===== src/rtl/sgfa_pkg.sv =====
// Shared types and constants for the softened gravity force accumulator.
// Used by sgfa_front, sgfa_back and the top level.
package sgfa_pkg;

  localparam int PosW  = 24;
  localparam int MassW = 24;
  localparam int SumW  = 48;
  localparam int FW    = 47;
  localparam int CfgW  = 32;

  localparam logic CFG_GRAVITY   = 1'b0;
  localparam logic CFG_SOFTENING = 1'b1;

  localparam logic [CfgW-1:0] GRAVITY_RESET   = 32'd65536;
  localparam logic [CfgW-1:0] SOFTENING_RESET = 32'd983040;

  typedef struct packed {
    logic [PosW-1:0]  self_x;
    logic [PosW-1:0]  self_y;
    logic [MassW-1:0] self_mass;
    logic [PosW-1:0]  other_x;
    logic [PosW-1:0]  other_y;
    logic [MassW-1:0] other_mass;
    logic             other_valid;
    logic             first;
    logic             last;
  } item_t;

  typedef struct packed {
    logic signed [SumW-1:0] force_x;
    logic signed [SumW-1:0] force_y;
    logic                   saturated;
  } result_t;

  // Classified neighbor command passed from front to back.
  typedef struct packed {
    logic signed [PosW:0] dx;
    logic signed [PosW:0] dy;
    logic [MassW-1:0]     m1;
    logic [MassW-1:0]     m2;
    logic                 active;
    logic                 first;
    logic                 last;
  } cmd_t;

endpackage


===== src/rtl/sgfa_front.sv =====
// Front end: accepts items, forms the position deltas, classifies the item
// and holds it in a short command queue. Depends on sgfa_pkg.
module sgfa_front import sgfa_pkg::*; #(
  parameter int QDEPTH = 2
) (
  input  logic  clk,
  input  logic  rst,
  input  logic  item_valid,
  output logic  item_stall,
  input  item_t item,
  output logic  head_valid,
  output cmd_t  head,
  input  logic  pop
);

  localparam int PW = (QDEPTH > 1) ? $clog2(QDEPTH) : 1;
  localparam int CW = $clog2(QDEPTH + 1);

  cmd_t          queue [QDEPTH];
  logic [PW-1:0] wr_ptr;
  logic [PW-1:0] rd_ptr;
  logic [CW-1:0] count;
  logic          push;
  cmd_t          cmd_in;

  assign item_stall = (count == CW'(QDEPTH));
  assign push       = item_valid && !item_stall;
  assign head_valid = (count != '0);
  assign head       = queue[rd_ptr];

  always_comb begin
    cmd_in.dx     = $signed({1'b0, item.other_x}) - $signed({1'b0, item.self_x});
    cmd_in.dy     = $signed({1'b0, item.other_y}) - $signed({1'b0, item.self_y});
    cmd_in.m1     = item.self_mass;
    cmd_in.m2     = item.other_mass;
    // zero distance contributes nothing, same as an empty item
    cmd_in.active = item.other_valid &&
                    ((item.other_x != item.self_x) || (item.other_y != item.self_y));
    cmd_in.first  = item.first;
    cmd_in.last   = item.last;
  end

  always_ff @(posedge clk) begin
    if (push) begin
      queue[wr_ptr] <= cmd_in;
    end
  end

  always_ff @(posedge clk) begin
    if (rst) begin
      wr_ptr <= '0;
      rd_ptr <= '0;
      count  <= '0;
    end else begin
      if (push) begin
        wr_ptr <= (wr_ptr == PW'(QDEPTH - 1)) ? '0 : wr_ptr + 1'b1;
      end
      if (pop) begin
        rd_ptr <= (rd_ptr == PW'(QDEPTH - 1)) ? '0 : rd_ptr + 1'b1;
      end
      if (push && !pop) begin
        count <= count + 1'b1;
      end else if (pop && !push) begin
        count <= count - 1'b1;
      end
    end
  end

  a_pop_nonempty: assert property (@(posedge clk) disable iff (rst)
    pop |-> head_valid)
    else $error("pop from empty command queue");

  a_count_bound: assert property (@(posedge clk) disable iff (rst)
    count <= CW'(QDEPTH))
    else $error("command queue count out of range");

  a_no_push_full: assert property (@(posedge clk) disable iff (rst)
    (count == CW'(QDEPTH)) |-> !push)
    else $error("transfer accepted into a full command queue");

endmodule


===== config.mk =====
export PLATFORM = sky130hd
export DESIGN_NAME = sgfa_front
export DESIGN_NICKNAME = d
export VERILOG_FILES = /design/src/rtl/sgfa_pkg.sv /design/src/rtl/sgfa_front.sv
export SDC_FILE = /design/constraint.sdc
export NUM_CORES = 1
export LEC_CHECK = 0
export ABC_AREA = 1
export BUFFER_PORTS_ARGS = -buffer_cell sky130_fd_sc_hd__buf_4
export CELL_PAD_IN_SITES_DETAIL_PLACEMENT = 1
export CELL_PAD_IN_SITES_GLOBAL_PLACEMENT = 1
export CORE_ASPECT_RATIO = 1.25
export CORE_MARGIN = 5
export CORE_UTILIZATION = 35
export DETAILED_ROUTE_END_ITERATION = 10
export HOLD_SLACK_MARGIN = 0.05
export PLACE_DENSITY = 0.72
export SLEW_MARGIN = 5
export SYNTH_ARGS = -nofsm -noshare
export SYNTH_HDL_FRONTEND = slang
export SYNTH_SLANG_ARGS = --single-unit

===== constraint.sdc =====
create_clock -name clk -period 6.3 [get_ports clk]
set_input_delay 1.26 -clock clk [delete_from_list [all_inputs] [get_ports clk]]
set_output_delay 1.26 -clock clk [all_outputs]
set_load 0.02 [all_outputs]

== Yosys cells after proc, flatten, opt, wreduce, memory -nomap -nowiden ==
Memories as Yosys holds them, arrays and structs flattened. A register that Yosys moved wholly into a read port is not among the register bits.
Index checks and enable logic that the tools add are counted.

* Mux-type cells: 8
* Add/sub/neg operators: 6
* Reductions and logical operators: 10
* Equal/unequal tests: 3

{| class="wikitable"
|+ Operators with widths
! operator !! number
|-
| $sub A24 B24 Y25 || 2
|-
| $ne A24 B24 Y1 || 2
|-
| $mux W1 || 6
|-
| $logic_and A1 B1 Y1 || 4
|-
| $mux W2 || 2
|-
| $reduce_bool A2 Y1 || 2
|-
| $logic_not A1 Y1 || 3
|-
| $add A1 B1 Y1 const B || 2
|-
| $add A2 B1 Y2 const B || 1
|-
| $eq A2 B2 Y1 const B || 1
|-
| $sub A2 B1 Y2 const B || 1
|-
| $logic_or A1 B1 Y1 || 1
|}

* Input bits: 151
* Memories kept: 1
* Register bits after elaboration: 4
* Output and inout port bits: 103
* Memory bits (writable): 202
* Logic and storage cells: 31

{| class="wikitable"
|+ Memory list
! name !! words !! bits a word !! read ports !! clocked after memory_dff !! wr ports !! line !! source
|-
| queue || 2 || 101 || 1 || 1 || 1 || sgfa_front.sv:19 || <nowiki>cmd_t queue [QDEPTH];</nowiki>
|}

== Depth between registers and ports, before layout ==
Gate-level depths: netlist of the first run.

* Word-level depth: 7
* Gate-level depth with buffers: 13
* Depth with buffers taken out: 12

== Worst setup path after synthesis of the first run ==
OpenSTA, ideal clock, no wires.

* Path type: input to register
* From: input item_valid
* To: memory queue[1][0] (netlist name), enable pin
* Buffers on the path: 0
* Slack: 0.110 ns
* Arrival: 5.627 ns
* Data required time: 5.737 ns
* Stages on the path: 2
* Library setup time: 0.563 ns
* Path through: o21ai_0 nor2_1

* Cells in the longest elaborated chain, start to end: 3

{| class="wikitable"
|+ RTL lines
! what !! line !! source
|-
| start, declared || sgfa_front.sv:8 || <nowiki>input logic item_valid,</nowiki>
|-
| $logic_and A1 B1 Y1 || sgfa_front.sv:27 || <nowiki>assign push = item_valid && !item_stall;</nowiki>
|-
| $mux W1 || sgfa_front.sv:44 || <nowiki>if (push) begin</nowiki>
|-
| $mux W1 (implied by the code) || sgfa_front.sv:45 || <nowiki>queue[wr_ptr] <= cmd_in;</nowiki>
|-
| end, declared || sgfa_front.sv:19 ||
|}

No other way between the ends.

==> summary.txt, run 1 <==
Synth Flop Type: edfxtp_1
Pwr Total: 3.95 mW
Crit. path cell count: 3
RSZ-0062 raised after global routing: no
H-tree levels: 1
Clock Latency Late Sink: 0.50 ns
Routed wire length on met3: 1480 um
Power per cell area: 276 mW/mm^2
Post-synth EDFFs: 202
Worst path top cell family by delay: flip-flops
Die footprint: 0.0358 sq mm
Critical Path Start Type: flop
Worst-path clk slew: 0.06 ns
Seq/Total Area, Yosys: 0.548
Routed len/inst: 17.0 um
Synthesized flop and latch total: 207
Router iterations before antenna repair: 4
Hold Path Class: reg -> reg
CTS sink count: 207
Worst Path Buf+Inv: 2
CTS buffer count: 21
Clk buf depth: 3
Number of remaining DRC errors: 0
Fin cells: 1,830
Final Slew Violations: 0
Placed Area: 0.0137 sq mm
Post-layout min period: 3.82 ns
YS warnings: 0
Largest stage delay on the critical path: 0.98 ns
Share of layout cells above drive strength 1: 0.293
Top cell type's share of synthesized area: 0.540
Multi-input gate area: 0.00420 sq mm
Chip width: 170 um
First-iteration detailed-routing DRC count: 300
Total number of vias: 8,442
Post-synth top cells: nand2_1 (326), inv_1 (222), edfxtp_1 (202)
Slew @ Worst Pin: 1.03 ns
Worst path cell trace: buf_4 > mux2_2 > buf_4
Crit end category: primary output
CTS tree: done
Area growth, synth to finish: 27.5%
Reg2Reg Setup Slack: 3.79 ns
Final setup TNS: 0 ns
Max_slew headroom: 0.315
Clock Tree Root: clkbuf_16
Post-DP HPWL: 25,000 um
Met2 WL: 16,400 um
Leak pwr: 6.68 nW
DR vias/cell: 4.61
Global Route Usage Sum: 0.167
Final Cycle Share: 0.607
Fill count: 3,597
Finished Cell Area: 0.0143 sq mm
Final net count: 1,606
Layout Utilization: 0.451
ANT nets after route: 0
Initial antenna violation count: 1
Yosys cell types: 27
Hold_ws: 0.542 ns
Reg2Reg Depth: 4
Critical Path AT: 2.56 ns
FF+latch area: 0.00617 sq mm
Cells after synthesis: 1,135
CP most frequent cell: buf_4
Top sig layer: met4
End of the critical path: head[72]
Worst R2R End: queue[1][53]
Cell with the most instances after synthesis: nand2_1
Critical path peak fanout: 75
Vert. Die Dim: 210 um
Crit path kind: reg -> out
Layout Skew: 0.00984 ns
CP required: 5.04 ns
Final wirelength: 31,100 um
Dominant cell type by area after synthesis: edfxtp_1
Status: finished, final reports clean
Worst reg2reg startpoint: count[1]
Worst path slowest cell: dfxtp_4
First-pass GRT wire length: 47,700 um
Final hold vios: 0
Core area: 0.0318 sq mm
Synth Area per Inst: 9.91 sq um
CTS Hold Bufs: 0
Cells after DPL: 1,793
Grt ovf: 0
CTS resizes: 0
Fmax: 262 MHz
Starting Density: 0.354
Postcts setup bufs: 0
Hold Path Origin: rd_ptr
Ranking of synthesized cells by area: edfxtp_1 (54%), nand2_1 (11%), mux2_2 (10%)
Port bufs: 253
Largest net degree at the start of global routing: 76
Cell Area, Synth: 0.0112 sq mm
Syn_nets: 1,337
Number of global-route vias before repair: 9,060
# IOs: 254
Final setup viols: 0
Cell Rows: 73
Final GP Congestion: 0.859
VDD IR max: 0.211 mV
Asr flop ratio synth: 0
Dpl ws: 2.81 ns
Wire length on met1: 12,700 um
Max Cap Violations: 0
Final WS setup: 2.48 ns
tightest hold or removal path, stage by stage, from the launching register on:
cell	delay (ns)
dfxtp_1	0.34
xnor2_1	0.09
nor2_1	0.07
cell families (layout without fill, tap and decap cells):
logic type | count (synthesis) | after routing | share of synthesized area
other cells | 0 | 1 | 0
mux | 101 | 101 | 0.101
flops | 207 | 207 | 0.548
fa+ha+maj | 51 | 51 | 0.0581
buf+inv | 234 | 516 | 0.0797
compound gates | 36 | 36 | 0.0171
simple gates | 483 | 483 | 0.178
xor+xnor | 23 | 23 | 0.0179
metal layers:
layer | vias to the layer above | global-route usage
met5 | - | 0
met4 | 0 | 0.0336
met3 | 33 | 0.0219
met2 | 164 | 0.317
met1 | 4024 | 0.199
li1 | 4221 | -
worst min-delay path by stage:
stage               endpoint  slack (ns)  cells after the start
floorplan               flop        0.48                      2
global placement      rd_ptr        0.50                      2
detailed placement    rd_ptr        0.51                      2
CTS                     flop        0.54                      2
global route          wr_ptr        0.57                      2
finish                  flop        0.54                      2
cells in the final DEF, fill, tap and decap left out, types with 2 or more instances in the layout:
master / synthesis / layout
a21oi_1: 26 / 26
a21oi_2: 2 / 2
and2_1: 3 / 3
buf_4: 1 / 258
bufinv_16: 0 / 3
clkbuf_1: 0 / 5
clkbuf_16: 0 / 21
clkinv_2: 0 / 3
dfxtp_1: 5 / 4
edfxtp_1: 202 / 202
fa_1: 2 / 2
ha_1: 49 / 49
inv_1: 222 / 222
inv_6: 0 / 2
mux2_2: 101 / 101
nand2_1: 326 / 326
nand2_2: 8 / 8
nand3_1: 48 / 48
nand3_2: 2 / 2
nand3b_1: 3 / 3
nand4_1: 12 / 12
nor2_1: 59 / 57
nor2_2: 10 / 10
nor2_4: 0 / 2
nor3_1: 10 / 10
o21ai_0: 6 / 6
xnor2_1: 5 / 5
xor2_1: 18 / 18
sequential cells by signal, summed over array words and instances (netlist names), named ones only:
| signal | flops |
|---|---|
| rd_ptr | 1 |
| wr_ptr | 1 |
| count | 2 |
| queue | 202 |
cell type report:
class | count | area share
inverters | 222 | 0.0581
flip-flops and latches | 207 | 0.430
clock buffers | 27 | 0.0389
well taps | 412 | 0.0360
multi-input cells | 694 | 0.293
diodes | 1 | 0.000175
repair buffers | 258 | 0.135
clock inverters | 9 | 0.00881
power by group:
part           internal [mW]  leakage (nW)  switching [mW]
clock network          0.749         0.337           0.503
registers               1.69          1.93          0.0511
logic                  0.394          4.41           0.564
Note: power is estimated with default switching activity, not from simulation.
==> inputs of run 2 (changes only) <==
==> constraint.sdc (replaced) <==
create_clock -name clk -period 3.2 [get_ports clk]
set_input_delay 0.64 -clock clk [delete_from_list [all_inputs] [get_ports clk]]
set_output_delay 0.64 -clock clk [all_outputs]
set_load 0.02 [all_outputs]
==> run 2 against run 1 <==
- non-clock buffer count is 4 higher
- hold slack got worse by 0.23 ns
- setup slack worse by 2.0 ns
- clock skew down 0.00079 ns
- power is 110% higher
- combinational power rose by 100%
- critical path type unchanged
==> summary.txt, run 2 (same netlist as run 1, synthesis figures left out) <==
Initial antenna violation count: 1
Die footprint: 0.0358 sq mm
Final hold vios: 0
Total number of vias: 8,540
Vert. Die Dim: 210 um
Pwr Total: 8.13 mW
Hold path cells: 1
Crit. path cell count: 3
H-tree levels: 1
Worst path cell trace: buf_4 > mux2_2 > buf_4
Number of remaining DRC errors: 0
Final setup TNS: 0 ns
Critical Path Start Type: flop
Clk buf depth: 3
Critical path peak fanout: 29
Leak pwr: 6.75 nW
Worst Path Buf+Inv: 2
Crit path kind: reg -> out
Worst path slowest cell: dfxtp_4
Final GP Congestion: 0.865
Core area: 0.0318 sq mm
Port bufs: 253
Most frequent cells in the layout: nand2_1 (326), buf_4 (259), inv_1 (222)
Hold Path Class: in -> reg
RSZ-0062 raised after global routing: no
Chip width: 170 um
Max Cap Violations: 0
Number of global-route vias before repair: 9,167
ANT nets after route: 0
CTS tree: done
CP most frequent cell: buf_4
Final Slew Violations: 0
Final wirelength: 31,300 um
CTS buffer count: 23
Final setup viols: 0
Routed len/inst: 17.0 um
Max_slew headroom: 0.478
Layout Utilization: 0.457
Commonest non-fill, non-tap cell in the layout: nand2_1
First-iteration detailed-routing DRC count: 346
Global Route Usage Sum: 0.169
Worst-path clk slew: 0.06 ns
Biggest register: queue
Reg2Reg Depth: 8
Layout Skew: 0.00905 ns
Clock Tree Root: clkbuf_16
Slew @ Worst Pin: 0.775 ns
Post-DP HPWL: 24,900 um
Clock Latency Late Sink: 0.51 ns
Fmax: 369 MHz
CTS Hold Bufs: 0
Final Cycle Share: 0.848
Router iterations before antenna repair: 4
Worst path top cell family by delay: flip-flops
DR vias/cell: 4.64
Critical Path AT: 2.07 ns
Share of layout cells above drive strength 1: 0.297
Area growth, synth to finish: 29.1%
Postcts setup bufs: 0
Status: finished, final reports clean
Crit end category: primary output
Final WS setup: 0.488 ns
Final net count: 1,612
First-pass GRT wire length: 48,400 um
Grt ovf: 0
CP required: 2.56 ns
CTS sink count: 207
# IOs: 254
Largest net degree at the start of global routing: 74
Max reg flops: 202
Power per cell area: 560 mW/mm^2
Largest stage delay on the critical path: 0.62 ns
Starting Density: 0.354
VDD IR max: 0.512 mV
Dpl ws: 0.624 ns
Post-layout min period: 2.71 ns
Cell Rows: 73
CTS resizes: 0
Registers with the most flip-flops: queue: 202 flops, count: 2 flops
-- run 2: final timing paths --
path / startpoint / endpoint / slack, ns
min reg2reg: rd_ptr / flop / 0.54
max reg2reg: count[1] / count[1] / 1.17
max: flop / head[71] / 0.49
min: item[78] / queue[1][30] / 0.32
-- run 2: area by class of cell --
| class | count | area, sq um |
|---|---|---|
| timing repair buffer | 262 | 2000 |
| fill | 3629 | 17300 |
| clock inverter | 16 | 213 |
| inverter | 222 | 833 |
| tap | 412 | 515 |
| multi-input combinational | 694 | 4200 |
| clock buffer | 25 | 583 |
| antenna | 1 | 2.50 |
| sequential | 207 | 6170 |
-- run 2: where the power goes --
part | internal [mW] | switching [mW]
clock | 1.72 | 1.07
combinational | 0.794 | 1.15
sequential | 3.33 | 0.0724
-- run 2: worst reg2reg max path: stages (launching register included) --
cell and delay (ns):
dfxtp_1 0.31, inv_1 0.07, o21ai_0 0.62, inv_1 0.14, ha_1 0.34, a21oi_1 0.12, o21ai_0 0.12, a21oi_1 0.14
o21a_1 0.12
-- run 2: stage by stage --
step	hold slack [ns]	cells	cell area, sq um
after floorplan	0.480	1135	11200
after global placement	0.495	1797	13700
after detailed placement	0.539	1797	13700
after CTS	0.286	1838	14500
after global routing	0.283	1839	14500
final	0.316	1839	14500
-- run 2: metal layers --
| metal | track usage | up-vias | wire (um) |
|---|---|---|---|
| met3 | 0.0225 | 39 | 1430 |
| met4 | 0.0441 | 0 | 677 |
| met5 | 0 | - | 0 |
| met1 | 0.208 | 4090 | 12900 |
| met2 | 0.311 | 172 | 16300 |
| li1 | - | 4239 | - |
